==> src/sv/tcq_pkg.sv <==
// Shared types and codes of the two-class queue with timeouts.
`default_nettype none

package tcq_pkg;

  localparam int CMD_W    = 2;
  localparam int STATUS_W = 2;

  typedef enum logic [CMD_W-1:0] {
    CMD_ADD    = 2'd0,
    CMD_SERVE  = 2'd1,
    CMD_REMOVE = 2'd2,
    CMD_TICK   = 2'd3
  } cmd_t;

  typedef enum logic [STATUS_W-1:0] {
    STAT_OK      = 2'd0,
    STAT_FULL    = 2'd1,
    STAT_EMPTY   = 2'd2,
    STAT_BAD_POS = 2'd3
  } status_t;

  typedef enum logic [2:0] {
    S_IDLE,
    S_INS,
    S_PUT,
    S_RM,
    S_TICK,
    S_DONE
  } state_t;

endpackage

`default_nettype wire

==> src/sv/two_class_queue_with_timeouts.sv <==
// Top level of the two-class queue with per-entry patience timeouts.
//
// Commands arrive as beats on the in_ channel (valid/ready); every command
// gives exactly one result beat on the out_ channel (valid/ready).
// Entries live in one RAM of QUEUE_DEPTH words; commands that move entries
// stream through the RAM one slot per cycle, reading ahead of the write
// pointer so a slot is always read before it is overwritten.
// Errors, a regular add, a priority add into an empty queue and a tick of an
// empty queue go straight to the result step. A priority add walks from the
// tail, moves regular entries back one slot each and then writes the new
// entry; a serve or a remove moves every entry behind the position one slot
// forward; a tick walks every entry. The RAM has a single read port, and one
// command is in work at a time, so a new command is taken only once the last
// has reached the result step.
// in_ready is high only while no command is in work. A finished result waits
// in the output register, and the next command is taken meanwhile; a stalled
// receiver only holds back the step that would overwrite that register.
// Reset empties the queue at once; the RAM needs no clearing pass, since
// only slots below the entry count are ever read.
`default_nettype none

module two_class_queue_with_timeouts #(
  parameter int QUEUE_DEPTH   = 16,
  parameter int PATIENCE_BITS = 8
) (
  input  wire logic       clk,
  input  wire logic       rst_n,

  input  wire logic       in_valid,
  output logic            in_ready,
  input  wire logic [1:0] in_cmd,
  input  wire logic       in_new_priority,
  input  wire logic [7:0] in_new_patience,
  input  wire logic [2:0] in_new_persons,
  input  wire logic [4:0] in_position,

  output logic            out_valid,
  input  wire logic       out_ready,
  output logic            out_out_valid,
  output logic            out_out_priority,
  output logic [7:0]      out_out_patience,
  output logic [2:0]      out_out_persons,
  output logic [4:0]      out_expired_count,
  output logic [4:0]      out_occupancy,
  output logic [1:0]      out_status
);

  localparam int IDX_W  = $clog2(QUEUE_DEPTH);
  localparam int CNT_W  = $clog2(QUEUE_DEPTH + 1);
  localparam int ENT_W  = PATIENCE_BITS + 4;
  localparam int PRIO_B = ENT_W - 1;
  localparam int PAT_HI = ENT_W - 2;
  localparam logic [CNT_W-1:0] FULL_CNT = CNT_W'(QUEUE_DEPTH);

  // Control state.
  tcq_pkg::state_t    state_r, state_nxt;
  logic [CNT_W-1:0]   count_r, count_nxt;
  logic               rd_live_r, rd_live_nxt;
  logic               pend_r, pend_nxt;
  logic               ovld_r, ovld_nxt;

  // Working payload.
  logic [ENT_W-1:0]   ent_r, ent_nxt;
  logic [IDX_W-1:0]   rd_idx_r, rd_idx_nxt;
  logic [IDX_W-1:0]   p_r, p_nxt;
  logic [CNT_W-1:0]   keep_r, keep_nxt;
  logic [CNT_W-1:0]   exp_r, exp_nxt;
  logic               first_r, first_nxt;
  logic               res_hit_r, res_hit_nxt;
  logic [ENT_W-1:0]   res_ent_r, res_ent_nxt;
  tcq_pkg::status_t   res_status_r, res_status_nxt;

  // Output register.
  logic               o_hit_r, o_hit_nxt;
  logic [ENT_W-1:0]   o_ent_r, o_ent_nxt;
  logic [4:0]         o_exp_r, o_exp_nxt;
  logic [4:0]         o_occ_r, o_occ_nxt;
  tcq_pkg::status_t   o_status_r, o_status_nxt;

  // RAM port.
  logic               ram_we;
  logic [IDX_W-1:0]   ram_waddr;
  logic [ENT_W-1:0]   ram_wdata;
  logic               ram_re;
  logic [ENT_W-1:0]   ram_rdata;

  logic               accept;
  logic [ENT_W-1:0]   in_ent;
  logic [CNT_W-1:0]   cnt_m1;
  logic [4:0]         pos_m1;
  logic               bad_pos;
  logic               last;
  logic [PATIENCE_BITS-1:0] rd_pat;
  logic               rd_keep;
  logic               out_free;

  assign accept   = in_valid && in_ready;
  assign in_ent   = {in_new_priority, PATIENCE_BITS'(in_new_patience), in_new_persons};
  assign cnt_m1   = count_r - 1'b1;
  assign pos_m1   = in_position - 5'd1;
  assign bad_pos  = (in_position == 5'd0) || (32'(in_position) > 32'(count_r));
  assign last     = (CNT_W'(p_r) == cnt_m1);
  assign rd_pat   = ram_rdata[PAT_HI:3];
  // The decrement saturates at zero, so anything at one or below expires.
  assign rd_keep  = (rd_pat > PATIENCE_BITS'(1));
  assign out_free = !ovld_r || out_ready;

  tcq_ram #(
    .WIDTH (ENT_W),
    .DEPTH (QUEUE_DEPTH)
  ) u_ram (
    .clk   (clk),
    .we    (ram_we),
    .waddr (ram_waddr),
    .wdata (ram_wdata),
    .re    (ram_re),
    .raddr (rd_idx_r),
    .rdata (ram_rdata)
  );

  // Next state.
  always_comb begin
    state_nxt = state_r;
    case (state_r)
      tcq_pkg::S_IDLE: begin
        if (accept) begin
          state_nxt = tcq_pkg::S_DONE;
          case (tcq_pkg::cmd_t'(in_cmd))
            tcq_pkg::CMD_ADD: begin
              if (count_r != FULL_CNT && in_new_priority && count_r != '0) begin
                state_nxt = tcq_pkg::S_INS;
              end
            end
            tcq_pkg::CMD_SERVE: begin
              if (count_r != '0) begin
                state_nxt = tcq_pkg::S_RM;
              end
            end
            tcq_pkg::CMD_REMOVE: begin
              if (!bad_pos) begin
                state_nxt = tcq_pkg::S_RM;
              end
            end
            tcq_pkg::CMD_TICK: begin
              if (count_r != '0) begin
                state_nxt = tcq_pkg::S_TICK;
              end
            end
            default: state_nxt = tcq_pkg::S_DONE;
          endcase
        end
      end
      tcq_pkg::S_INS: begin
        if (pend_r) begin
          if (ram_rdata[PRIO_B]) begin
            state_nxt = tcq_pkg::S_DONE;
          end else if (p_r == '0) begin
            state_nxt = tcq_pkg::S_PUT;
          end
        end
      end
      tcq_pkg::S_PUT: state_nxt = tcq_pkg::S_DONE;
      tcq_pkg::S_RM, tcq_pkg::S_TICK: begin
        if (pend_r && last) begin
          state_nxt = tcq_pkg::S_DONE;
        end
      end
      tcq_pkg::S_DONE: begin
        if (out_free) begin
          state_nxt = tcq_pkg::S_IDLE;
        end
      end
      default: state_nxt = tcq_pkg::S_IDLE;
    endcase
  end

  // Datapath, RAM access and handshake outputs.
  always_comb begin
    count_nxt      = count_r;
    rd_live_nxt    = rd_live_r;
    pend_nxt       = 1'b0;
    ovld_nxt       = ovld_r;
    ent_nxt        = ent_r;
    rd_idx_nxt     = rd_idx_r;
    p_nxt          = p_r;
    keep_nxt       = keep_r;
    exp_nxt        = exp_r;
    first_nxt      = first_r;
    res_hit_nxt    = res_hit_r;
    res_ent_nxt    = res_ent_r;
    res_status_nxt = res_status_r;
    o_hit_nxt      = o_hit_r;
    o_ent_nxt      = o_ent_r;
    o_exp_nxt      = o_exp_r;
    o_occ_nxt      = o_occ_r;
    o_status_nxt   = o_status_r;
    ram_we         = 1'b0;
    ram_waddr      = '0;
    ram_wdata      = '0;
    ram_re         = 1'b0;
    in_ready       = (state_r == tcq_pkg::S_IDLE);

    if (ovld_r && out_ready) begin
      ovld_nxt = 1'b0;
    end

    case (state_r)
      tcq_pkg::S_IDLE: begin
        if (accept) begin
          res_hit_nxt    = 1'b0;
          res_status_nxt = tcq_pkg::STAT_OK;
          exp_nxt        = '0;
          keep_nxt       = '0;
          first_nxt      = 1'b1;
          rd_live_nxt    = 1'b1;
          ent_nxt        = in_ent;
          case (tcq_pkg::cmd_t'(in_cmd))
            tcq_pkg::CMD_ADD: begin
              if (count_r == FULL_CNT) begin
                res_status_nxt = tcq_pkg::STAT_FULL;
              end else if (!in_new_priority || count_r == '0) begin
                // Tail append, or a priority add into an empty queue.
                ram_we    = 1'b1;
                ram_waddr = IDX_W'(count_r);
                ram_wdata = in_ent;
                count_nxt = count_r + 1'b1;
              end else begin
                rd_idx_nxt = IDX_W'(cnt_m1);
                p_nxt      = IDX_W'(cnt_m1);
              end
            end
            tcq_pkg::CMD_SERVE: begin
              if (count_r == '0) begin
                res_status_nxt = tcq_pkg::STAT_EMPTY;
              end else begin
                rd_idx_nxt = '0;
                p_nxt      = '0;
              end
            end
            tcq_pkg::CMD_REMOVE: begin
              if (bad_pos) begin
                res_status_nxt = tcq_pkg::STAT_BAD_POS;
              end else begin
                rd_idx_nxt = IDX_W'(pos_m1);
                p_nxt      = IDX_W'(pos_m1);
              end
            end
            tcq_pkg::CMD_TICK: begin
              rd_idx_nxt = '0;
              p_nxt      = '0;
            end
            default: res_status_nxt = tcq_pkg::STAT_OK;
          endcase
        end
      end

      tcq_pkg::S_INS: begin
        // Walk from the tail toward the head, moving regular entries back.
        ram_re      = rd_live_r;
        pend_nxt    = rd_live_r;
        rd_idx_nxt  = rd_idx_r - 1'b1;
        rd_live_nxt = rd_live_r && (rd_idx_r != '0);
        if (pend_r) begin
          ram_we    = 1'b1;
          ram_waddr = p_r + 1'b1;
          if (ram_rdata[PRIO_B]) begin
            ram_wdata = ent_r;
            count_nxt = count_r + 1'b1;
          end else begin
            ram_wdata = ram_rdata;
            p_nxt     = p_r - 1'b1;
          end
        end
      end

      tcq_pkg::S_PUT: begin
        ram_we    = 1'b1;
        ram_waddr = '0;
        ram_wdata = ent_r;
        count_nxt = count_r + 1'b1;
      end

      tcq_pkg::S_RM: begin
        // The first beat of read data is the removed entry; the rest move up.
        ram_re      = rd_live_r;
        pend_nxt    = rd_live_r;
        rd_idx_nxt  = rd_idx_r + 1'b1;
        rd_live_nxt = rd_live_r && ((CNT_W'(rd_idx_r) + 1'b1) < count_r);
        if (pend_r) begin
          p_nxt = p_r + 1'b1;
          if (first_r) begin
            first_nxt   = 1'b0;
            res_hit_nxt = 1'b1;
            res_ent_nxt = ram_rdata;
          end else begin
            ram_we    = 1'b1;
            ram_waddr = p_r - 1'b1;
            ram_wdata = ram_rdata;
          end
          if (last) begin
            count_nxt = cnt_m1;
          end
        end
      end

      tcq_pkg::S_TICK: begin
        ram_re      = rd_live_r;
        pend_nxt    = rd_live_r;
        rd_idx_nxt  = rd_idx_r + 1'b1;
        rd_live_nxt = rd_live_r && ((CNT_W'(rd_idx_r) + 1'b1) < count_r);
        if (pend_r) begin
          p_nxt = p_r + 1'b1;
          if (rd_keep) begin
            ram_we    = 1'b1;
            ram_waddr = IDX_W'(keep_r);
            ram_wdata = {ram_rdata[PRIO_B], rd_pat - 1'b1, ram_rdata[2:0]};
            keep_nxt  = keep_r + 1'b1;
          end else begin
            exp_nxt = exp_r + 1'b1;
          end
          if (last) begin
            count_nxt = keep_nxt;
          end
        end
      end

      tcq_pkg::S_DONE: begin
        if (out_free) begin
          ovld_nxt     = 1'b1;
          o_hit_nxt    = res_hit_r;
          o_ent_nxt    = res_hit_r ? res_ent_r : '0;
          o_exp_nxt    = 5'(exp_r);
          o_occ_nxt    = 5'(count_r);
          o_status_nxt = res_status_r;
        end
      end

      default: pend_nxt = 1'b0;
    endcase
  end

  always_ff @(posedge clk) begin
    if (!rst_n) begin
      state_r   <= tcq_pkg::S_IDLE;
      count_r   <= '0;
      rd_live_r <= 1'b0;
      pend_r    <= 1'b0;
      ovld_r    <= 1'b0;
    end else begin
      state_r   <= state_nxt;
      count_r   <= count_nxt;
      rd_live_r <= rd_live_nxt;
      pend_r    <= pend_nxt;
      ovld_r    <= ovld_nxt;
    end
  end

  always_ff @(posedge clk) begin
    ent_r        <= ent_nxt;
    rd_idx_r     <= rd_idx_nxt;
    p_r          <= p_nxt;
    keep_r       <= keep_nxt;
    exp_r        <= exp_nxt;
    first_r      <= first_nxt;
    res_hit_r    <= res_hit_nxt;
    res_ent_r    <= res_ent_nxt;
    res_status_r <= res_status_nxt;
    o_hit_r      <= o_hit_nxt;
    o_ent_r      <= o_ent_nxt;
    o_exp_r      <= o_exp_nxt;
    o_occ_r      <= o_occ_nxt;
    o_status_r   <= o_status_nxt;
  end

  assign out_valid         = ovld_r;
  assign out_out_valid     = o_hit_r;
  assign out_out_priority  = o_ent_r[PRIO_B];
  assign out_out_patience  = 8'(o_ent_r[PAT_HI:3]);
  assign out_out_persons   = o_ent_r[2:0];
  assign out_expired_count = o_exp_r;
  assign out_occupancy     = o_occ_r;
  assign out_status        = o_status_r;

endmodule

`default_nettype wire

==> src/sv/tcq_ram.sv <==
// Generic single-write, single-read RAM with a registered read port.
`default_nettype none

module tcq_ram #(
  parameter int WIDTH = 12,
  parameter int DEPTH = 16
) (
  input  wire logic                     clk,
  input  wire logic                     we,
  input  wire logic [$clog2(DEPTH)-1:0] waddr,
  input  wire logic [WIDTH-1:0]         wdata,
  input  wire logic                     re,
  input  wire logic [$clog2(DEPTH)-1:0] raddr,
  output logic      [WIDTH-1:0]         rdata
);

  logic [WIDTH-1:0] mem [DEPTH];

  always_ff @(posedge clk) begin
    if (we) begin
      mem[waddr] <= wdata;
    end
    if (re) begin
      rdata <= mem[raddr];
    end
  end

endmodule

`default_nettype wire

==> config.mk <==
export PLATFORM = sky130hd
export DESIGN_NAME = two_class_queue_with_timeouts
export DESIGN_NICKNAME = d
export VERILOG_FILES = /design/src/sv/tcq_pkg.sv /design/src/sv/two_class_queue_with_timeouts.sv /design/src/sv/tcq_ram.sv
export SDC_FILE = /design/constraint.sdc
export NUM_CORES = 1
export LEC_CHECK = 0
export BUFFER_PORTS_ARGS = -buffer_cell sky130_fd_sc_hd__buf_2
export CORE_UTILIZATION = 62
export CTS_CLUSTER_DIAMETER = 60
export DETAILED_ROUTE_END_ITERATION = 7
export PLACE_DENSITY = 0.88
export RECOVER_POWER = 50
export SYNTH_ARGS = -nofsm -noshare
export SYNTH_HDL_FRONTEND = slang
export SYNTH_HIERARCHICAL = 1
export SYNTH_SLANG_ARGS = --single-unit
==> constraint.sdc <==
create_clock -name clk -period 4.2 [get_ports clk]
set_input_delay 0.21 -clock clk [delete_from_list [all_inputs] [get_ports clk]]
set_output_delay 0.21 -clock clk [all_outputs]
set_load 0.005 [all_outputs]
### Word-level counts from Yosys, hierarchy flattened

Memory sizes are Yosys's and may differ from the RTL's. A register that Yosys moved wholly into a read port is not among the register bits.
Index checks and enable logic that the tools add are counted.

| storage, ports and cells | value |
|---|---|
| register bits | 82 |
| bits in latches | 0 |
| memory bits (writable) | 192 |
| bits in read-only memories | 0 |
| input port bits | 23 |
| output and inout bits | 27 |
| logic and storage cells | 193 |
| memories | 1 |

| cells by class | value |
|---|---|
| add/subtract/negate cells | 11 |
| multiply operators | 0 |
| divide/modulo/power cells | 0 |
| order comparisons | 3 |
| equal/unequal tests | 32 |
| shift-type cells | 0 |
| multiplexer cells | 90 |
| bitwise gates (word level) | 0 |
| reductions and logical operators | 37 |

Memory list:

| memory | words | width | read ports | clocked after memory_dff | wr ports | line | text |
|---|---|---|---|---|---|---|---|
| u_ram.mem | 16 | 12 | 1 | 1 | 1 | tcq_ram.sv:17 | `logic [WIDTH-1:0] mem [DEPTH];` |

Operators by type and width:

| cell | count |
|---|---|
| $mux 12 | 10 |
| $mux 5 | 15 |
| $mux 4 | 17 |
| $pmux 12 s5 | 1 |
| $pmux 4 s4 | 2 |
| $mux 3 | 9 |
| $pmux 5 s5 | 1 |
| $pmux 4 s3 | 2 |
| $mux 1 | 22 |
| $ne 2x2->1 const B | 10 |
| $pmux 5 s2 | 2 |
| $add 5x1->5 const B | 3 |
| $pmux 3 s5 | 1 |
| $ne 2x1->1 const B | 6 |
| $ne 3x3->1 const B | 4 |
| $pmux 3 s4 | 1 |
| $sub 4x1->4 const B | 3 |
| $reduce_and 11->1 | 1 |
| $logic_not 5->1 | 2 |
| $reduce_bool 5->1 | 2 |
| $reduce_and 3->1 | 3 |
| $reduce_and 9->1 | 1 |
| $add 4x1->4 const B | 2 |
| $gt 8x1->1 const B | 1 |
| 34 further kinds | 52 |

### Logic depth before layout (Yosys ltp)

Gate-level depths: netlist of the first run.

| logic depth | value |
|---|---|
| depth after elaboration | 9 |
| gate-level depth with buffers | 11 |
| gate-level depth less buffers | 10 |

### Cells and area by module

Netlist of the first run, hierarchy kept.

Modules (own cells, without submodules):

| module | times used | cells an instance | area each (µm²) | seq. area each (µm²) |
|---|---|---|---|---|
| tcq_ram | 1 | 329 | 7719.9 | 6125.9 |
| two_class_queue_with_timeouts | 1 | 461 | 4812.1 | 2352.3 |

### Worst setup path after synthesis of the first run

No wires, ideal clock.

| timing | value |
|---|---|
| kind | register -> register |
| start point | register u_ram.rdata[8], read port of u_ram.mem |
| end point | memory u_ram.mem[0][0], enable pin |
| setup time | 0.396 ns |
| arrival | 3.319 ns |
| data required time | 3.804 ns |
| slack | 0.485 ns |
| stages on the path, launching flop included | 9 |
| buffers on the path | 2 |
| clock period less this slack | 3.715 ns |
| path through | edfxtp_1 or3_4 or3_4 buf_6 and2_4 buf_6 a221o_2 or3b_1 nor3_1 |

| on the way | value |
|---|---|
| elaborated cells on any way between the ends | 9 |
| classes of those cells | 1 x order compare; 8 x mux |

RTL lines:

| item | line | text |
|---|---|---|
| start: declaration | tcq_ram.sv:14 | `output logic [WIDTH-1:0] rdata` |
| $gt 8x1->1 | two_class_queue_with_timeouts.sv:105 | `assign rd_keep = (rd_pat > PATIENCE_BITS'(1));` |
| $mux 4 | two_class_queue_with_timeouts.sv:313 | `if (rd_keep) begin` |
| $mux 4 | two_class_queue_with_timeouts.sv:311 | `if (pend_r) begin` |
| $pmux 4 s4 | two_class_queue_with_timeouts.sv:207 | `case (state_r)` |
| net ram_waddr[2] | two_class_queue_with_timeouts.sv:82 | `logic [IDX_W-1:0] ram_waddr;` |
| end: declaration | tcq_ram.sv:17 |  |

The timed path passes the listed nets, and every way through them passes these cells.

### Worst setup path after layout of the first run

| timing | value |
|---|---|
| start point | register state_r[2] |
| end point | memory u_ram.mem[0][9] (data pin) |

| on the way | value |
|---|---|
| cells in the longest elaborated chain, start to end | 4 |
| elaborated cells on any way between the ends | 8 |
| classes of those cells | 4 x eq/ne; 2 x mux; 2 x reduce/logical |

Ends and longest elaborated chain:

| item | line | text |
|---|---|---|
| start: declaration | two_class_queue_with_timeouts.sv:56 | `tcq_pkg::state_t state_r, state_nxt;` |
| start signal: assignment | two_class_queue_with_timeouts.sv:344 | `state_r <= tcq_pkg::S_IDLE;` |
| start signal: assignment | two_class_queue_with_timeouts.sv:350 | `state_r <= state_nxt;` |
| $logic_not 3->1 | two_class_queue_with_timeouts.sv:201, two_class_queue_with_timeouts.sv:207 |  |
| $logic_and 1x1->1 | two_class_queue_with_timeouts.sv:97 | `assign accept = in_valid && in_ready;` |
| $mux 12 | two_class_queue_with_timeouts.sv:209 | `if (accept) begin` |
| $pmux 12 s5 (*) | two_class_queue_with_timeouts.sv:207 |  |
| net ram_wdata[9] | two_class_queue_with_timeouts.sv:83 | `logic [ENT_W-1:0] ram_wdata;` |

Mark *: on every way through the listed nets, which the timed path passes. The rest lies on a longest branch.

==> flow_metrics.env, run 1 <==
export IMPL_critPathCaptureType="register"
export IMPL_grt_first_pass_wirelength_um=47600
export IMPL_drv_slew=0
export IMPL_fmax_mhz=278
export IMPL_hold_viol_final=0
export IMPL_grt_pass1_vias=7727
export IMPL_syn_nets=838
export IMPL_finalCritPeriodShare_pct=85.6
export IMPL_wl_um=31800
export IMPL_multi_input_area_um2=3730
export IMPL_setup_violations=0
export IMPL_yosys_warnings=6
export IMPL_numCtsBuffers=27
export IMPL_crit_path_start_kind="register"
export IMPL_yosys_area_top_type="edfxtp_1"
export IMPL_clk_pin_slew_worst_paths_ps=60
export IMPL_htreeDepth=1
export IMPL_max_slew_worst_pin_slew_ps=1250
export IMPL_p_switching_w=0.00306
export IMPL_firstDrtPassIters=6
export IMPL_die_x_um=144
export IMPL_synthFlopType="edfxtp_1"
export IMPL_cp_required_ps=4300
export IMPL_wl_per_cell_um=27.6
export IMPL_cts_sinks=286
export IMPL_min_path_cells=3
export IMPL_r2r_end="u_ram/mem[0][9]$_DFFE_PP_"
export IMPL_antenna_left=0
export IMPL_numPortBuffers=49
export IMPL_synth_edf_count=275
export IMPL_hold_buffers=12
export IMPL_ios=50
export IMPL_max_cap_violations=0
export IMPL_cts_buffer_depth=3
export IMPL_fin_area_um2=14100
export IMPL_min_to="rd_live_r$_SDFFE_PN0P_"
export IMPL_finalSetupTns_ps=0
export IMPL_initialDrtViolationCount=1099
export IMPL_rr_worst_depth=6
export IMPL_coreArea_um2=19700
export IMPL_slew_headroom_pct=15.7
export IMPL_synth_top_area_share_pct=65.9
export IMPL_reg2reg_slack_ps=600
export IMPL_final_nets=919
export IMPL_rsz0062_at_grt="false"
export IMPL_vias=8091
export IMPL_r2r_start="state_r[2]$_SDFFE_PN0P_"
export IMPL_p_seq_share_pct=42.8
export IMPL_layout_common_cells="275 x edfxtp_1, 58 x nor2_1, 52 x nand2_1, 39 x clkbuf_1, 33 x mux4_2"
export IMPL_synth_async_reset_ratio_pct=0
export IMPL_final_layout_size_suffix_gt1_share_pct=14.5
export IMPL_ir_drop_mv=0.462
export IMPL_initial_core_util_pct=63.8
export IMPL_crit_type="reg -> reg"
export IMPL_arrival_ps=3700
export IMPL_swShare_pct=32.9
export IMPL_period_minus_slack_ps=3600
export IMPL_via_per_inst=7.01
export IMPL_ys_types=75
export IMPL_post_cts_buffers=0
export IMPL_gp_congestion=0.925
export IMPL_intPower_w=0.00625
export IMPL_synth_area_top_cells="edfxtp_1 66%, mux4_2 5.9%, mux4_1 3.1%, ha_1 2.4%, dfxtp_1 1.8%"
export IMPL_synth_avg_cell_area_um2=15.9
export IMPL_seq_area_frac_synth_pct=67.7
export IMPL_startpoint="state_r[2]$_SDFFE_PN0P_"
export IMPL_die_y_um=144
export IMPL_hpwl_um=19400
export IMPL_min_from="rst_n"
export IMPL_grt_antenna_before_repair=1
export IMPL_syn_inst=790
export IMPL_root_buffer="clkbuf_16"
export IMPL_power_frac_clock_pct=28.0
export IMPL_final_util_pct=71.7
export IMPL_p_leak_nw=4.84
export IMPL_cts_tree="yes"
export IMPL_nFillCells=1132
export IMPL_drc=0
export IMPL_fp_dieArea_um2=20800
export IMPL_seq_area_um2=8480
export IMPL_antenna_cells=0
export IMPL_fin_worst_skew_ps=31.1
export IMPL_holdCritPathClass="in -> reg"
export IMPL_p_per_area_nw_per_um2=661
export IMPL_syn_area_um2=12500
export IMPL_status="finished clean"
export IMPL_placed_area_um2=13100
export IMPL_p_comb_share_pct=29.2
export IMPL_grt_max_degree=52
export IMPL_crit_fanout=23
export IMPL_clk_latency_ps=570
export IMPL_area_delta_synth_final_pct=12.4
export IMPL_final_common_cell="edfxtp_1"
export IMPL_grt_usage_pct=32.1
export IMPL_ys_ff_latch=286
export IMPL_cts_resized=0
export IMPL_grt_overflow_total=0
export IMPL_rows=51
[registers in the layout (all words and copies together) (netlist names), 2 cells and up]
signal             count
state_r                3
rd_idx_r               4
ent_r                 12
count_r                5
exp_r                  5
o_ent_r               12
u_ram/mem            192
res_ent_r             12
res_status_r           2
out_occupancy          5
p_r                    4
out_status             2
out_expired_count      5
keep_r                 5
u_ram/rdata           12
[area by class of cell]
class                           instances  share of cell area, %
Multi-Input combinational cell        442                   26.4
Inverter                               26                  0.693
Timing Repair Buffer                   88                   3.64
Clock inverter                         18                   1.83
Tap cell                              265                   2.35
Clock buffer                           30                   4.87
Sequential cell                       286                   60.2
[per-stage QoR]
step | power, W | hold slack (ps) | std cells | worst slack [ps]
finish | 0.00931 | 21.9 | 1155 | 605
global route | 0.00962 | 26.7 | 1155 | 302
CTS | 0.00927 | 6.05 | 1155 | 808
detailed placement | 0.00662 | 407 | 1095 | 963
global placement | 0.00649 | 404 | 1095 | 1080
floorplan | 0.00582 | 309 | 790 | 485
[worst max path at each step]
stage / end
after floorplan: u_ram/mem[0][0]$_DFFE_PP_
after global placement: u_ram/mem[0][0]$_DFFE_PP_
after detailed placement: rd_idx_r[3]$_DFFE_PP_
after CTS: u_ram/mem[8][11]$_DFFE_PP_
after global routing: count_r[0]$_SDFFE_PN0P_
final: u_ram/mem[0][9]$_DFFE_PP_
[layer usage]
| layer | vias up | GRT usage (%) | wire, um |
|---|---|---|---|
| li1 | 3306 | - | - |
| met3 | 130 | 6.69 | 3990 |
| met4 | 0 | 13.4 | 1570 |
| met2 | 726 | 53.3 | 15300 |
| met1 | 3929 | 41.5 | 10900 |
| met5 | - | 0 | 0 |
[Yosys cell counts (3+ instances only)]
cell type and n:
a221o_1 5, xnor2_1 10, buf_2 13, edfxtp_1 275, o21ai_0 27, nand2b_1 9, inv_1 26, o211ai_1 5
nand2_1 51, xor2_1 7, nand3_1 11, mux2i_1 3, a21oi_1 25, nor4_1 3, nand4_1 3, a21o_1 3
nand3b_1 3, a211oi_1 6, a22oi_1 27, and3_1 4, nor3_1 10, dfxtp_1 11, o22ai_1 3, and2_1 17
nor2_1 58, mux4_1 15, o31ai_1 5, a221oi_1 7, clkbuf_1 16, or3_1 3, mux4_2 33, a222oi_1 8
or3b_2 3, ha_1 24, a22o_1 3, o221ai_1 4, buf_6 4, nor2b_1 6
[power by group through the flow]
stage	clock [W]	sequential [W]	combinational, W
after global placement	0	0.00399	0.00250
after global routing	0.00273	0.00401	0.00288
final	0.00261	0.00398	0.00272
after detailed placement	0	0.00401	0.00260
after CTS	0.00262	0.00397	0.00268
after floorplan	0	0.00383	0.00199
[worst max-delay path: stages, from the launching register on]
cell and delay, ps:
dfxtp_1 740, nand3b_1 440, nor2_1 70, o21ai_0 770
o21ai_0 210, a222oi_1 380, nand2_1 530
[cells by family (layout without fill, tap and decap cells)]
logic type               after synthesis  count (layout)  share of synthesized area (%)
buffers and inverters                 62             162                           2.49
adder cells (fa/ha/maj)               25              25                           2.56
multiplexers                          51              51                           9.32
flip-flops                           286             286                           67.7
AO/OA/AOI/OAI                        148             148                           8.50
AND/OR/NAND/NOR                      199             199                           8.00
XOR/XNOR                              19              19                           1.50
Note: power is estimated with default switching activity, not from simulation.
==> inputs of run 2 (changes only) <==
Settings changed: CORE_UTILIZATION 62 to 25, PLACE_DENSITY 0.88 to 0.47.
==> flow_metrics.env, run 2 (synthesized netlist as in run 1, its figures left out) <==
export IMPL_status="complete, but fails checks"
export IMPL_failed_checks="capacitance limit, slew limit"
export IMPL_dp_cells=1500
export IMPL_grt_max_degree=52
export IMPL_htreeDepth=2
export IMPL_largest_reg_flops=192
export IMPL_max_cap_violations=1
export IMPL_gp_congestion=0.817
export IMPL_holdCritPathClass="in -> reg"
export IMPL_p_leak_nw=4.93
export IMPL_fp_dieArea_um2=51000
export IMPL_seq_area_um2=8480
export IMPL_initial_core_util_pct=25.5
export IMPL_cts_tree="yes"
export IMPL_die_x_um=226
export IMPL_critPathCaptureType="register"
export IMPL_detailedPlace_worstSlack_ps=924
export IMPL_arrival_ps=3910
export IMPL_max_slew_worst_pin_slew_ps=1940
export IMPL_drc=0
export IMPL_setup_ws_ps=694
export IMPL_period_minus_slack_ps=3510
export IMPL_antenna_cells=0
export IMPL_min_path_cells=2
export IMPL_crit_chain="clkbuf_1 > or3b_2 > nand2_1 > clkbuf_1 > a221oi_1 > o21ai_1 > a221oi_1"
export IMPL_clk_latency_ps=510
export IMPL_wl_um=30300
export IMPL_nFillCells=4894
export IMPL_final_layout_size_suffix_gt1_share_pct=16.3
export IMPL_cts_buffer_depth=3
export IMPL_cts_sinks=286
export IMPL_root_buffer="clkbuf_16"
export IMPL_crit_fanout=14
export IMPL_grt_antenna_before_repair=1
export IMPL_ir_drop_mv=0.346
export IMPL_clk_pin_slew_worst_paths_ps=60
export IMPL_numPortBuffers=49
export IMPL_initialDrtViolationCount=675
export IMPL_area_delta_synth_final_pct=17.6
export IMPL_crit_path_start_kind="register"
export IMPL_rr_worst_depth=7
export IMPL_layout_common_cells="275 x edfxtp_1, 58 x nor2_1, 52 x nand2_1, 40 x clkbuf_1, 35 x clkbuf_16"
export IMPL_grt_first_pass_wirelength_um=46000
export IMPL_firstDrtPassIters=5
export IMPL_antenna_left=0
export IMPL_fin_worst_skew_ps=19.2
export IMPL_grt_usage_pct=12.1
export IMPL_p_per_area_nw_per_um2=636
export IMPL_hold_viol_final=0
export IMPL_slowest_delay_ps=1170
export IMPL_finalNonFillerCells=1573
export IMPL_finalCritPeriodShare_pct=83.5
export IMPL_cp_required_ps=4600
export IMPL_top_register="u_ram/mem"
export IMPL_multi_input_area_um2=3730
export IMPL_hpwl_um=20500
export IMPL_ios=50
export IMPL_fin_hold_ws_ps=71.3
export IMPL_vias=7239
export IMPL_grt_overflow_total=0
export IMPL_rows=81
export IMPL_crit_type="reg -> reg"
export IMPL_fmax_mhz=285
export IMPL_drv_slew=51
export IMPL_finalSetupTns_ps=0
export IMPL_coreArea_um2=49200
export IMPL_rsz0062_at_grt="false"
export IMPL_numCtsBuffers=34
export IMPL_slew_headroom_pct=-29.0
export IMPL_setup_violations=0
export IMPL_via_per_inst=4.60
export IMPL_final_common_cell="edfxtp_1"
export IMPL_grt_pass1_vias=7252
export IMPL_die_y_um=226
export IMPL_wl_per_cell_um=19.3
export IMPL_critPathSlowestCell="a221oi_1"
export IMPL_final_nets=932
==> run 2: changes by cell type in the layout (fill, tap and decap cells not counted), sizes merged <==
| cell | previous run | this run |
|---|---|---|
| bufinv | 6 | 1 |
| inv | 28 | 27 |
| clkinvlp | 0 | 2 |
| clkbuf | 67 | 79 |
| clkinv | 10 | 14 |
| buf | 39 | 46 |
==> run 2: where the power goes <==
part           total [W]  switching [W]  internal, W  leakage (nW)
Sequential       0.00391       0.000269      0.00364          2.64
Clock            0.00274        0.00114      0.00160         0.506
Combinational    0.00273        0.00166      0.00107          1.79
==> run 2: repair_timing <==
item / in CTS / in global routing
hold buffers: 12 / 0
setup buffers: 0 / 0
hold endpoints to repair: 12 / 0
gates resized for setup: 0 / 0
==> run 2: stage by stage <==
stage / area [um2] / power (W) / util (%)
6_report: 14700 / 0.00938 / 30.0
4_1_cts: 14800 / 0.00954 / 30.2
2_1_floorplan: 12500 / 0.00582 / -
5_1_grt: 14700 / 0.00988 / 30.0
3_5_place_dp: 13700 / 0.00676 / 27.8
3_3_place_gp: 13700 / 0.00676 / 27.8
==> run 2: worst paths after layout <==
path                                    end                      start  slack (ps)
hold reg to reg     out_status[0]$_DFFE_PP_  res_status_r[0]$_DFFE_PP_         450
setup reg to reg    count_r[0]$_SDFFE_PN0P_    state_r[2]$_SDFFE_PN0P_         690
setup / recovery    count_r[0]$_SDFFE_PN0P_    state_r[2]$_SDFFE_PN0P_         690
hold / removal    res_status_r[0]$_DFFE_PP_                  in_cmd[0]          70
==> run 2: cell type report <==
type	count	area share, %
clock buffer	43	6.15
inverter	26	0.662
clock inverter	18	0.943
timing repair buffer	94	3.72
tap	664	5.64
multi-input combinational	442	25.3
sequential	286	57.6
==> run 2: layer usage <==
layer / vias to the layer above / routed length [um] / global-route usage [%]
met5: - / 0 / 0
met4: 0 / 568 / 3.25
met3: 44 / 1390 / 2.25
met2: 187 / 14500 / 19.6
met1: 3669 / 13900 / 16.5
li1: 3339 / - / -
==> run 2: critical path: cells and delay by family, from the launching register on <==
family	cells	cell delay [ps]
simple gates	2	600
flops	1	430
compound gates	3	1710
buf+inv	2	660
